<file path="src/sv/q2e_pkg.sv">
`default_nettype none
package q2e_pkg;

    // Fixed-point constants (radians Q30, centidegrees per radian Q16)
    localparam logic signed [33:0] PI_Q30       = 34'sd3373259426;
    localparam logic        [28:0] CDEG_PER_RAD = 29'd375493621;
    localparam int                 NORM_STAGES  = 6;
    localparam int                 CDEG_STAGES  = 3;
    localparam int                 SQRT_CELLS   = 29;

    // Vector state of one arctangent in flight
    typedef struct packed {
        logic signed [43:0] x;
        logic signed [43:0] y;
        logic signed [33:0] z;
        logic               zero;
    } t_cv;

    // State of one square root in flight, with the pitch sine carried along
    typedef struct packed {
        logic        [56:0] v;
        logic        [57:0] res;
        logic signed [29:0] s;
    } t_sq;

    // atan(2^-i) in radians Q30, rounded to nearest
    function automatic logic signed [33:0] atan_q30(input int i);
        logic signed [33:0] a;
        case (i)
            0:       a = 34'sd843314857;
            1:       a = 34'sd497837829;
            2:       a = 34'sd263043837;
            3:       a = 34'sd133525159;
            4:       a = 34'sd67021688;
            5:       a = 34'sd33543516;
            6:       a = 34'sd16775851;
            7:       a = 34'sd8388437;
            8:       a = 34'sd4194283;
            9:       a = 34'sd2097149;
            default: a = 34'sd1 <<< (30 - i);
        endcase
        return a;
    endfunction

endpackage
`default_nettype wire

</file>
<file path="src/sv/q2e_sqrt_cell.sv">
`default_nettype none
module q2e_sqrt_cell #(
    parameter int BIT_POS = 56
) (
    input  wire logic         i_clk,
    input  wire logic         i_en,
    input  wire q2e_pkg::t_sq i_d,
    output q2e_pkg::t_sq      o_d
);
    import q2e_pkg::*;

    localparam logic [57:0] BIT = 58'd1 << BIT_POS;

    logic [57:0] trial;
    t_sq         n_d;

    // Try one result bit: subtract when the remainder allows it
    always_comb begin
        trial = i_d.res + BIT;
        n_d   = i_d;
        if ({1'b0, i_d.v} >= trial) begin
            n_d.v   = i_d.v - trial[56:0];
            n_d.res = (i_d.res >> 1) + BIT;
        end else begin
            n_d.res = i_d.res >> 1;
        end
    end

    // Hand the state to the next cell
    always_ff @(posedge i_clk) begin
        if (i_en) begin
            o_d <= n_d;
        end
    end

endmodule
`default_nettype wire

</file>
<file path="config.mk">
export PLATFORM = sky130hd
export DESIGN_NAME = q2e_sqrt_cell
export DESIGN_NICKNAME = d
export VERILOG_FILES = /design/src/sv/q2e_pkg.sv /design/src/sv/q2e_sqrt_cell.sv
export SDC_FILE = /design/constraint.sdc
export NUM_CORES = 1
export LEC_CHECK = 0
export ABC_CLOCK_PERIOD_IN_PS = 7900
export BUFFER_PORTS_ARGS = -buffer_cell sky130_fd_sc_hd__buf_2
export CAP_MARGIN = 20
export CORE_ASPECT_RATIO = 1.1
export CORE_MARGIN = 2
export CORE_UTILIZATION = 50
export DETAILED_ROUTE_END_ITERATION = 16
export PLACE_DENSITY_LB_ADDON = 0.2
export SLEW_MARGIN = 20
export SYNTH_ARGS = -nofsm -noshare
export SYNTH_HDL_FRONTEND = slang
export SYNTH_SLANG_ARGS = --single-unit
</file>
<file path="constraint.sdc">
create_clock -name i_clk -period 7.9 [get_ports i_clk]
set_input_delay 1.185 -clock i_clk [delete_from_list [all_inputs] [get_ports i_clk]]
set_output_delay 1.185 -clock i_clk [all_outputs]
set_load 0.005 [all_outputs]
</file>
# Word-level counts from Yosys, hierarchy flattened
# Index checks and enable logic that the tools add are counted.
[totals]
ram_bits = 0
regBits = 145
out_inout_bits = 145
n_memories = 0
mem_bits_ro = 0
latch_bits = 0
wordCells = 10
[op_classes]
order_cmp = 1
mul = 0
div_mod_pow = 0
n_bitwise = 0
n_addsub = 3
n_shift = 0
n_reduce_logical = 0
mux = 2
eq_ne = 0
[op_table]
columns = ["operator", "n"]
rows = [
  ["$mux 57", 2],
  ["$add 57x57->58 const B", 1],
  ["$add 58x57->58 const B", 1],
  ["$ge 57x58->1", 1],
  ["$sub 57x57->57", 1],
]

# Longest topological paths before layout
# Gate-level depths: netlist of the first run.
[depth]
ltp_word = 3
mapped_depth = 16

# Worst setup path before layout of the first run
# No wires, ideal clock.
[synth_path]
path_type = "input to register"
startpoint = "in i_d[88] in the netlist's numbering"
endpoint = "reg o_d[137] in the netlist's numbering (data pin)"
arrival_ns = 3.936
setup_time_ns = 0.260
path_buffers = 2
required_time_ns = 7.640
path_slack_ns = 3.704
stages = 16
path_cell_list = "inv_1 ha_1 inv_1 fa_1 a21oi_1 o21ai_0 a31oi_1 and2_1 o211a_1 a21oi_4 a21oi_2 o21ba_1 o21a_1 buf_6 buf_6 mux2_2"
[synth_lines]
columns = ["element", "line_no", "rtl"]
rows = [
  ["start, declared", "q2e_sqrt_cell.sv:7", "input wire q2e_pkg::t_sq i_d,"],
  ["end signal, assigned", "q2e_sqrt_cell.sv:32", "o_d <= n_d;"],
  ["end, declared", "q2e_sqrt_cell.sv:8", "output q2e_pkg::t_sq o_d"],
]

==> results of run 1 <==
cell families (layout without fill, tap and decap cells):
| logic type | count (synthesis) | after routing | share of synthesized area [%] |
|---|---|---|---|
| DFF | 145 | 145 | 51.75 |
| buffers and inverters | 92 | 393 | 4.402 |
| other | 0 | 3 | 0 |
| AOI/OAI and AO/OA | 183 | 183 | 14.17 |
| xor gates and xnor gates | 55 | 55 | 5.726 |
| and+or+nand+nor | 137 | 137 | 7.763 |
| adders and majority gates | 58 | 58 | 8.715 |
| muxes | 56 | 56 | 7.466 |
layer usage:
metal  wire, um  vias to the layer above  GRT usage (%)
met5         16                        -              0
met4        400                        2          8.155
met3       1414                       31          5.959
met2      10530                      226          39.97
met1       8878                     3110          29.07
li1           -                     3264              -
power by group:
part | total, mW | switching, mW | internal [mW]
clock | 0.838 | 0.356 | 0.482
combinational | 0.491 | 0.267 | 0.224
sequential | 0.952 | 0.0161 | 0.936
cells in the final DEF (no fill, tap or decap), drive strengths merged, types with 2 or more instances in the layout:
master	Yosys	final
buf	10	293
edfxtp	145	145
inv	68	78
ha	57	57
a21oi	57	57
mux2	54	54
nand2	51	51
o21ai	38	38
a21o	32	32
xnor2	29	29
nor2	26	26
xor2	26	26
clkbuf	14	17
nand4	14	14
nand3	9	9
a31oi	8	8
and3	8	8
a211oi	7	7
nor3	7	7
o21bai	7	7
o21a	7	7
nor2b	6	6
nand2b	5	5
and2	4	4
a21boi	4	4
diode	0	3
o31ai	3	3
a221oi	2	2
a41oi	2	2
a221o	2	2
nor4	2	2
mux2i	2	2
a211o	2	2
clkinv	0	2
bufinv	0	2
o211ai	2	2
worst max path at each step:
stage | end | from
2_1_floorplan | o_d[137]$_DFFE_PP_ | i_d[88]
3_3_place_gp | o_d[118]$_DFFE_PP_ | i_d[88]
3_5_place_dp | o_d[114]$_DFFE_PP_ | i_d[88]
4_1_cts | o_d[121]$_DFFE_PP_ | i_d[88]
5_1_grt | o_d[120]$_DFFE_PP_ | i_d[88]
6_report | o_d[121]$_DFFE_PP_ | i_d[88]
layout make-up:
cell class | instances | area [um^2]
fill | 1373 | 5781
sequential | 145 | 4354
multi-input combinational | 489 | 3690
timing repair buffer | 293 | 1478
clock buffer | 17 | 425.4
inverter | 68 | 255.2
tap | 204 | 255.2
clock inverter | 15 | 185.2
antenna | 3 | 7.507
stage by stage:
step           cells  worst slack [ps]  hold slack [ps]  utilization (%)  total power, mW
5_1_grt         1233              2513            914.4            64.80            2.382
2_1_floorplan    726              3704             1284                -            1.261
4_1_cts         1231              2784            920.0            64.77            2.297
6_report        1234              2806            935.8            64.82            2.280
3_3_place_gp    1199              2488             1361            61.06            1.452
3_5_place_dp    1199              2371             1363            61.06            1.456
==> results.cfg, run 1 <==
[route]
firstDrtPassIters = 4
detail-route-antenna-nets = 0
drc = 0
wirelength_mm = 21.24
drt-initial-drc-count = 353
vias = 6633
via_per_inst = 5.375
wire_per_inst_um = 17.21

[logic_synthesis]
yosys-top-cells-area = edfxtp_1 52%, ha_1 8.5%, mux2_2 7.2%
ys_ff_latch = 145
syn_area_per_cell_um2 = 11.59
yosysMostFrequentCell = edfxtp_1
netlist_instances = 726
synthArstFlopShare_pct = 0
syn_nets = 931
synth_top_area_share_pct = 51.75
ys_dominant_reg_cell = edfxtp_1
synthTopCellsByCount = 145 x edfxtp_1, 68 x inv_1, 57 x ha_1
yosysTopAreaCell = edfxtp_1
ys_seq_area_share_pct = 51.75
synth-edff-count = 145
synth_cell_types = 57
yosysWarnings = 0
synth.cell_area_um2 = 8413

[timing]
fin_tns_setup_ps = 0
slew_viol_final = 0
finalCriticalPeriod_ps = 5094
slew_headroom_pct = 34.67
max_freq_mhz = 196.3
period_share_pct = 64.48
final-hold-violation-count = 0
worst_slew_pin_slew_ps = 979.9
setup_viol = 0
rsz0062_at_grt = no

[critical_path]
critical_path.endpoint_type = flip-flop
critPathBufInv = 4
cpLargestDelayFamily = compound AO/OA/AOI/OAI gates
max_stage_delay_ps = 740
crit_arrival_ps = 5270
worstPathMaxFanout = 35
cp_common_cell = inv_1
worst-path-stages = 16
required_ps = 8070
crit_type = input port to flip-flop
start_kind = input port
cpMaxStageDelayCell = o21a_2
path_cells = buf_2 > inv_1 > ha_1 > inv_1 > fa_1 > a21oi_1 > o21ai_0 > a31oi_1 > and2_1 > o211a_1 > a21oi_4 > a21oi_2 > o21ba_1 > o21a_2 > buf_4 > mux2_2

[cts]
cts_buffers = 17
cts_max_level = 4
cts_tree = done
root_buffer = clkbuf_16
clkTransAtPathRegs_ps = 60
max-clock-path-buffers = 2
cts_hold_buf = 0
post_cts_resized = 0
post-cts-setup-buffer-count = 0
cts_sinks = 145

[place]
place_area_um2 = 10030
hpwl_mm = 16.54
place.gp.congestion = 0.8819
port_buffers = 291

[pwr]
p_leak_nw = 4.861
p_per_area_nw_per_um2 = 214.1
ir_drop_uv = 131.2

[global_routing]
grt_pass1_vias = 6468
grt-ovfl-total = 0
grt_max_degree = 80
grt_pass1_wl_mm = 32.93
antenna_found_initial = 4
grtUsageTotal_pct = 23.49

[run_status]
status = complete, no violations

[min_path]
hp-start = i_d[23]
hold_depth = 1
hold_class = input port to flip-flop
hold_end = o_d[23]$_DFFE_PP_

[finish]
largest_reg_flops = 145
nNetsFinal = 1219
area_growth_pct = 26.59
drive_gt1_share_pct = 37.97
largestRegisters = o_d x145
top_register = o_d
stdcell_area_um2 = 10650

[floorplanning]
die-area_um2 = 17880
die_w_um = 127.7
start_util_pct = 51.20
core_area_um2 = 16430
ioPinCount = 292
die_h_um = 140.0
rows = 49

[flow_run]
cap_violations = 0
(Power assumes the default switching activity.)
==> inputs of run 2 (changes only) <==
ABC_AREA = 1   (was not set)
ABC_CLOCK_PERIOD_IN_PS = 5100   (was 7900)
clock period = 5.1 ns   (was 7.9 ns; I/O delays follow)
==> run 2 against run 1 <==
Against the previous run:
- synthesized cell count rose by 110%
- final cell count up 71%
- critical path depth shrank 2
- clock power up 55%
- area after synthesis grew 27%
- power up 63%
- setup slack got worse by 1100 ps
- global-route usage increased by 6.5 points
- critical endpoint is now o_d[114]$_DFFE_PP_
- largest cell class is now multi-input gates
- largest power group unchanged
- highest routed layer is now met4
==> results.cfg, run 2 <==
[place]
port_buffers = 291
place_area_um2 = 12430
place.gp.congestion = 1.002
dpl_worst_slack_ps = 1311
hpwl_mm = 27.82

[cts]
post_cts_resized = 0
root_buffer = clkbuf_16
clkTransAtPathRegs_ps = 70
max-clock-path-buffers = 2
cts_buffers = 17
cts_max_level = 4
post-cts-setup-buffer-count = 0
cts_hold_buf = 0
cts_tree = done
cts_sinks = 145

[floorplanning]
start_util_pct = 50.53
rows = 56
die_w_um = 143.4
ioPinCount = 292
die-area_um2 = 22570
core_area_um2 = 21160
die_h_um = 157.4

[logic_synthesis]
netlist_instances = 1512
ys_dominant_reg_cell = edfxtp_1
synth_cell_types = 36
syn_nets = 1717
synth_top_area_share_pct = 40.72
yosysTopAreaCell = edfxtp_1
ys_seq_area_share_pct = 40.72
ys_ff_latch = 145
yosys-top-cells-area = edfxtp_1 41%, nand2_1 21%, inv_1 12%
synthArstFlopShare_pct = 0
yosysWarnings = 0
synth-edff-count = 145
yosysMostFrequentCell = nand2_1
synth.cell_area_um2 = 10690
syn_area_per_cell_um2 = 7.072
synthTopCellsByCount = 584 x nand2_1, 356 x inv_1, 145 x edfxtp_1

[global_routing]
grtUsageTotal_pct = 29.99
grt_pass1_wl_mm = 51.23
grt_max_degree = 107
grt_pass1_vias = 9771
grt-ovfl-total = 0
antenna_found_initial = 1

[finish]
top_register = o_d
final_core_util_pct = 61.60
layout.cells.most_common_list = 584 x nand2_1, 356 x inv_1, 290 x buf_2
drive_gt1_share_pct = 19.70
largest_reg_flops = 145
largestRegisters = o_d x145
area_growth_pct = 21.90
mostFrequentLayoutCell = nand2_1
n_fill_cell = 2014
nNetsFinal = 2014
stdcell_area_um2 = 13040

[timing]
max_freq_mhz = 294.1
period_share_pct = 66.67
finalCriticalPeriod_ps = 3400
slew_headroom_pct = 35.90
rsz0062_at_grt = no
fin_ws_ps = 1700
fin_tns_setup_ps = 0
final-hold-violation-count = 0
setup_viol = 0
worst_slew_pin_slew_ps = 961.5
slew_viol_final = 0

[critical_path]
critPathLaunch = i_d[88]
start_kind = input port
crit_arrival_ps = 3570
critical_path.endpoint_type = flip-flop
cpMaxStageDelayCell = nand2_2
path_cells = buf_2 > inv_1 > ha_1 > inv_1 > fa_1 > nand3_1 > nand3_1 > nand2_1 > nand3_2 > nand2_2 > nand3_4 > buf_4 > nand2_1 > o21ai_0
critPathBufInv = 4
required_ps = 5270
max_stage_delay_ps = 630
crit_type = input port to flip-flop
worstPathMaxFanout = 43
cpLargestDelayFamily = simple AND/OR/NAND/NOR gates

[min_path]
hp-start = i_d[22]
hold_end = o_d[22]$_DFFE_PP_
hold_depth = 1
hold_class = input port to flip-flop

[route]
firstDrtPassIters = 7
detail-route-antenna-nets = 0
vias = 10330
wire_per_inst_um = 16.17
wirelength_mm = 34.17
drt-initial-drc-count = 664
drc = 0
via_per_inst = 4.889

[pwr]
p_total_mw = 3.707
ir_drop_uv = 243.6
p_leak_nw = 7.320
p_per_area_nw_per_um2 = 284.4

[flow_run]
cap_violations = 0

[run_status]
status = complete, no violations
-- run 2: through the flow --
| step | instances | hold slack, ps |
|---|---|---|
| after global routing | 2113 | 485.2 |
| after detailed placement | 2080 | 943.2 |
| after global placement | 2080 | 942.2 |
| final | 2113 | 492.1 |
| after floorplan | 1512 | 863.9 |
| after CTS | 2112 | 491.8 |
-- run 2: routing by layer --
metal / global-route usage [%] / part of all wire, % / vias to the layer above
li1: - / - / 5257
met3: 4.563 / 5.4 / 51
met4: 9.384 / 2.5 / 0
met1: 36.15 / 41 / 4701
met2: 54.69 / 51 / 322
met5: 0 / 0 / -
-- run 2: cells by family after synthesis --
kind of cell | Yosys count | share of synthesized area (%)
AO/OA/AOI/OAI | 69 | 3.323
XOR/XNOR | 29 | 2.375
adder cells (fa/ha/maj) | 58 | 6.857
buffers and inverters | 381 | 13.88
flip-flops | 145 | 40.72
AND/OR/NAND/NOR | 830 | 32.85
-- run 2: worst max path at each step --
stage               slack [ps]                  to  cells past startpoint
global route              1520   o_d[86]$_DFFE_PP_                     14
CTS                       1730  o_d[129]$_DFFE_PP_                     13
floorplan                 2450  o_d[138]$_DFFE_PP_                     14
detailed placement        1310   o_d[86]$_DFFE_PP_                     14
global placement          1350  o_d[129]$_DFFE_PP_                     13
finish                    1700  o_d[114]$_DFFE_PP_                     14
-- run 2: power by group --
group | internal (mW) | total [mW] | switching (mW)
Sequential | 1.45 | 1.48 | 0.0263
Clock | 0.736 | 1.30 | 0.566
Combinational | 0.333 | 0.929 | 0.596
-- run 2: cell type report --
cell class                 instances  area, um^2  share of cell area, %
sequential                       145        4354                  33.40
clock inverter                    15       172.7                  1.325
antenna                            1       2.502                0.01920
clock buffer                      17       425.4                  3.264
multi-input combinational        986        4855                  37.24
timing repair buffer             296        1500                  11.51
inverter                         363        1363                  10.45
tap                              290       362.8                  2.784
==> inputs of run 3 (changes only) <==
ABC_CLOCK_PERIOD_IN_PS = 3250   (was 5100)
clock period = 3.25 ns   (was 5.1 ns; I/O delays follow)
==> run 3 against run 2 <==
Against the previous run:
- clock power is 60% higher
- global-route usage is 1.3 points higher
- sequential power is 57% higher
- die area unchanged
- largest cell class unchanged
- routed wire length is 5.4% higher
- first-iteration DRC count rose by 3.9%
- hold slack got worse by 260 ps
- setup slack worse by 870 ps
==> results.cfg, run 3 (synthesis results as in run 2) <==
[run_status]
status = complete, no violations

[timing]
slew_headroom_pct = 64.73
period_share_pct = 74.35
finalCriticalPeriod_ps = 2416
worst_slew_pin_slew_ps = 529.0
final-hold-violation-count = 0
setup_viol = 0
rsz0062_at_grt = no
max_freq_mhz = 413.9
slew_viol_final = 0
fin_tns_setup_ps = 0
fin_ws_ps = 833.8

[min_path]
hp-start = i_d[8]
hold_class = input port to flip-flop

[finish]
largestRegisters = o_d x145
layout.cells.most_common_list = 584 x nand2_1, 356 x inv_1, 290 x buf_2
top_register = o_d
drive_gt1_share_pct = 20.15
area_growth_pct = 23.15
largest_reg_flops = 145
nNetsFinal = 2023
n_fill_cell = 1985
mostFrequentLayoutCell = nand2_1

[global_routing]
grt_pass1_vias = 10100
grtUsageTotal_pct = 31.30
grt_pass1_wl_mm = 53.15
grt-ovfl-total = 0
antenna_found_initial = 1
grt_max_degree = 94

[critical_path]
critPathLaunch = i_d[72]
start_kind = input port
critical_path.endpoint_type = flip-flop
worstPathMaxFanout = 29
crit_arrival_ps = 2600
crit_type = input port to flip-flop
required_ps = 3440

[floorplanning]
ioPinCount = 292
rows = 56
die_h_um = 157.4
start_util_pct = 50.53
die-area_um2 = 22570
core_area_um2 = 21160
die_w_um = 143.4

[cts]
cts_sinks = 145
clkTransAtPathRegs_ps = 70
cts_max_level = 4
cts_tree = done
post-cts-setup-buffer-count = 0
max-clock-path-buffers = 2
cts_hold_buf = 0
root_buffer = clkbuf_16
post_cts_resized = 0
cts_buffers = 17

[place]
dpl_worst_slack_ps = 416.5
place.gp.congestion = 1.055
port_buffers = 291
hpwl_mm = 29.72

[pwr]
p_per_area_nw_per_um2 = 447.4
ir_drop_uv = 371.3
p_leak_nw = 7.399
p_total_mw = 5.891

[flow_run]
cap_violations = 0

[route]
wire_per_inst_um = 16.97
wirelength_mm = 36.01
via_per_inst = 4.953
drc = 0
detail-route-antenna-nets = 0
firstDrtPassIters = 5
drt-initial-drc-count = 690
vias = 10510
-- run 3: cell types whose count changed in the layout (fill, tap and decap cells not counted), sizes merged --
cell	before	now
buf	296	305
clkinv	2	4
clkinvlp	3	0
inv	371	372
-- run 3: path summary, 6_finish.rpt --
path,to,cells after the start
worst min-delay path,o_d[8]$_DFFE_PP_,1
worst max-delay path,o_d[119]$_DFFE_PP_,13
-- run 3: worst max-delay path: stages --
cell,delay (ps)
buf_2,90
inv_1,40
ha_1,390
nand2_1,120
inv_2,80
nand2_2,90
nor2_2,190
nand2_1,160
nor3_2,200
nand4_2,150
buf_4,300
nand4_1,190
nand2_1,70
-- run 3: final cells by class --
type / count / area [um^2] / share of cell area [%]
clock inverters: 15 / 187.7 / 1.425
well taps: 290 / 362.8 / 2.756
multi-input cells: 986 / 4855 / 36.87
repair buffers: 305 / 1618 / 12.29
diodes: 1 / 2.502 / 0.01900
flip-flops and latches: 145 / 4354 / 33.07
inverters: 363 / 1363 / 10.35
clock buffers: 17 / 425.4 / 3.231
-- run 3: power breakdown --
group	total, mW	switching, mW	internal, mW
clock network	2.08	0.906	1.17
registers	2.32	0.0454	2.27
logic	1.49	0.955	0.539
-- run 3: per-stage QoR --
step / utilization (%) / hold slack, ps / cells / cell area [um^2]
after floorplan: - / 586.4 / 1512 / 10690
after global placement: 59.32 / 664.0 / 2089 / 12550
after detailed placement: 59.32 / 666.2 / 2089 / 12550
after CTS: 62.22 / 218.7 / 2121 / 13170
after global routing: 62.23 / 212.5 / 2122 / 13170
final: 62.23 / 227.2 / 2122 / 13170
-- run 3: routing by layer --
metal	track usage, %	part of all wire (%)	routed length (um)	up-vias
li1	-	-	-	5269
met1	36.67	40	14390	4832
met3	4.320	5.3	1916	51
met2	58.87	52	18810	359
met4	9.384	2.5	900	0
met5	0	0	0	-
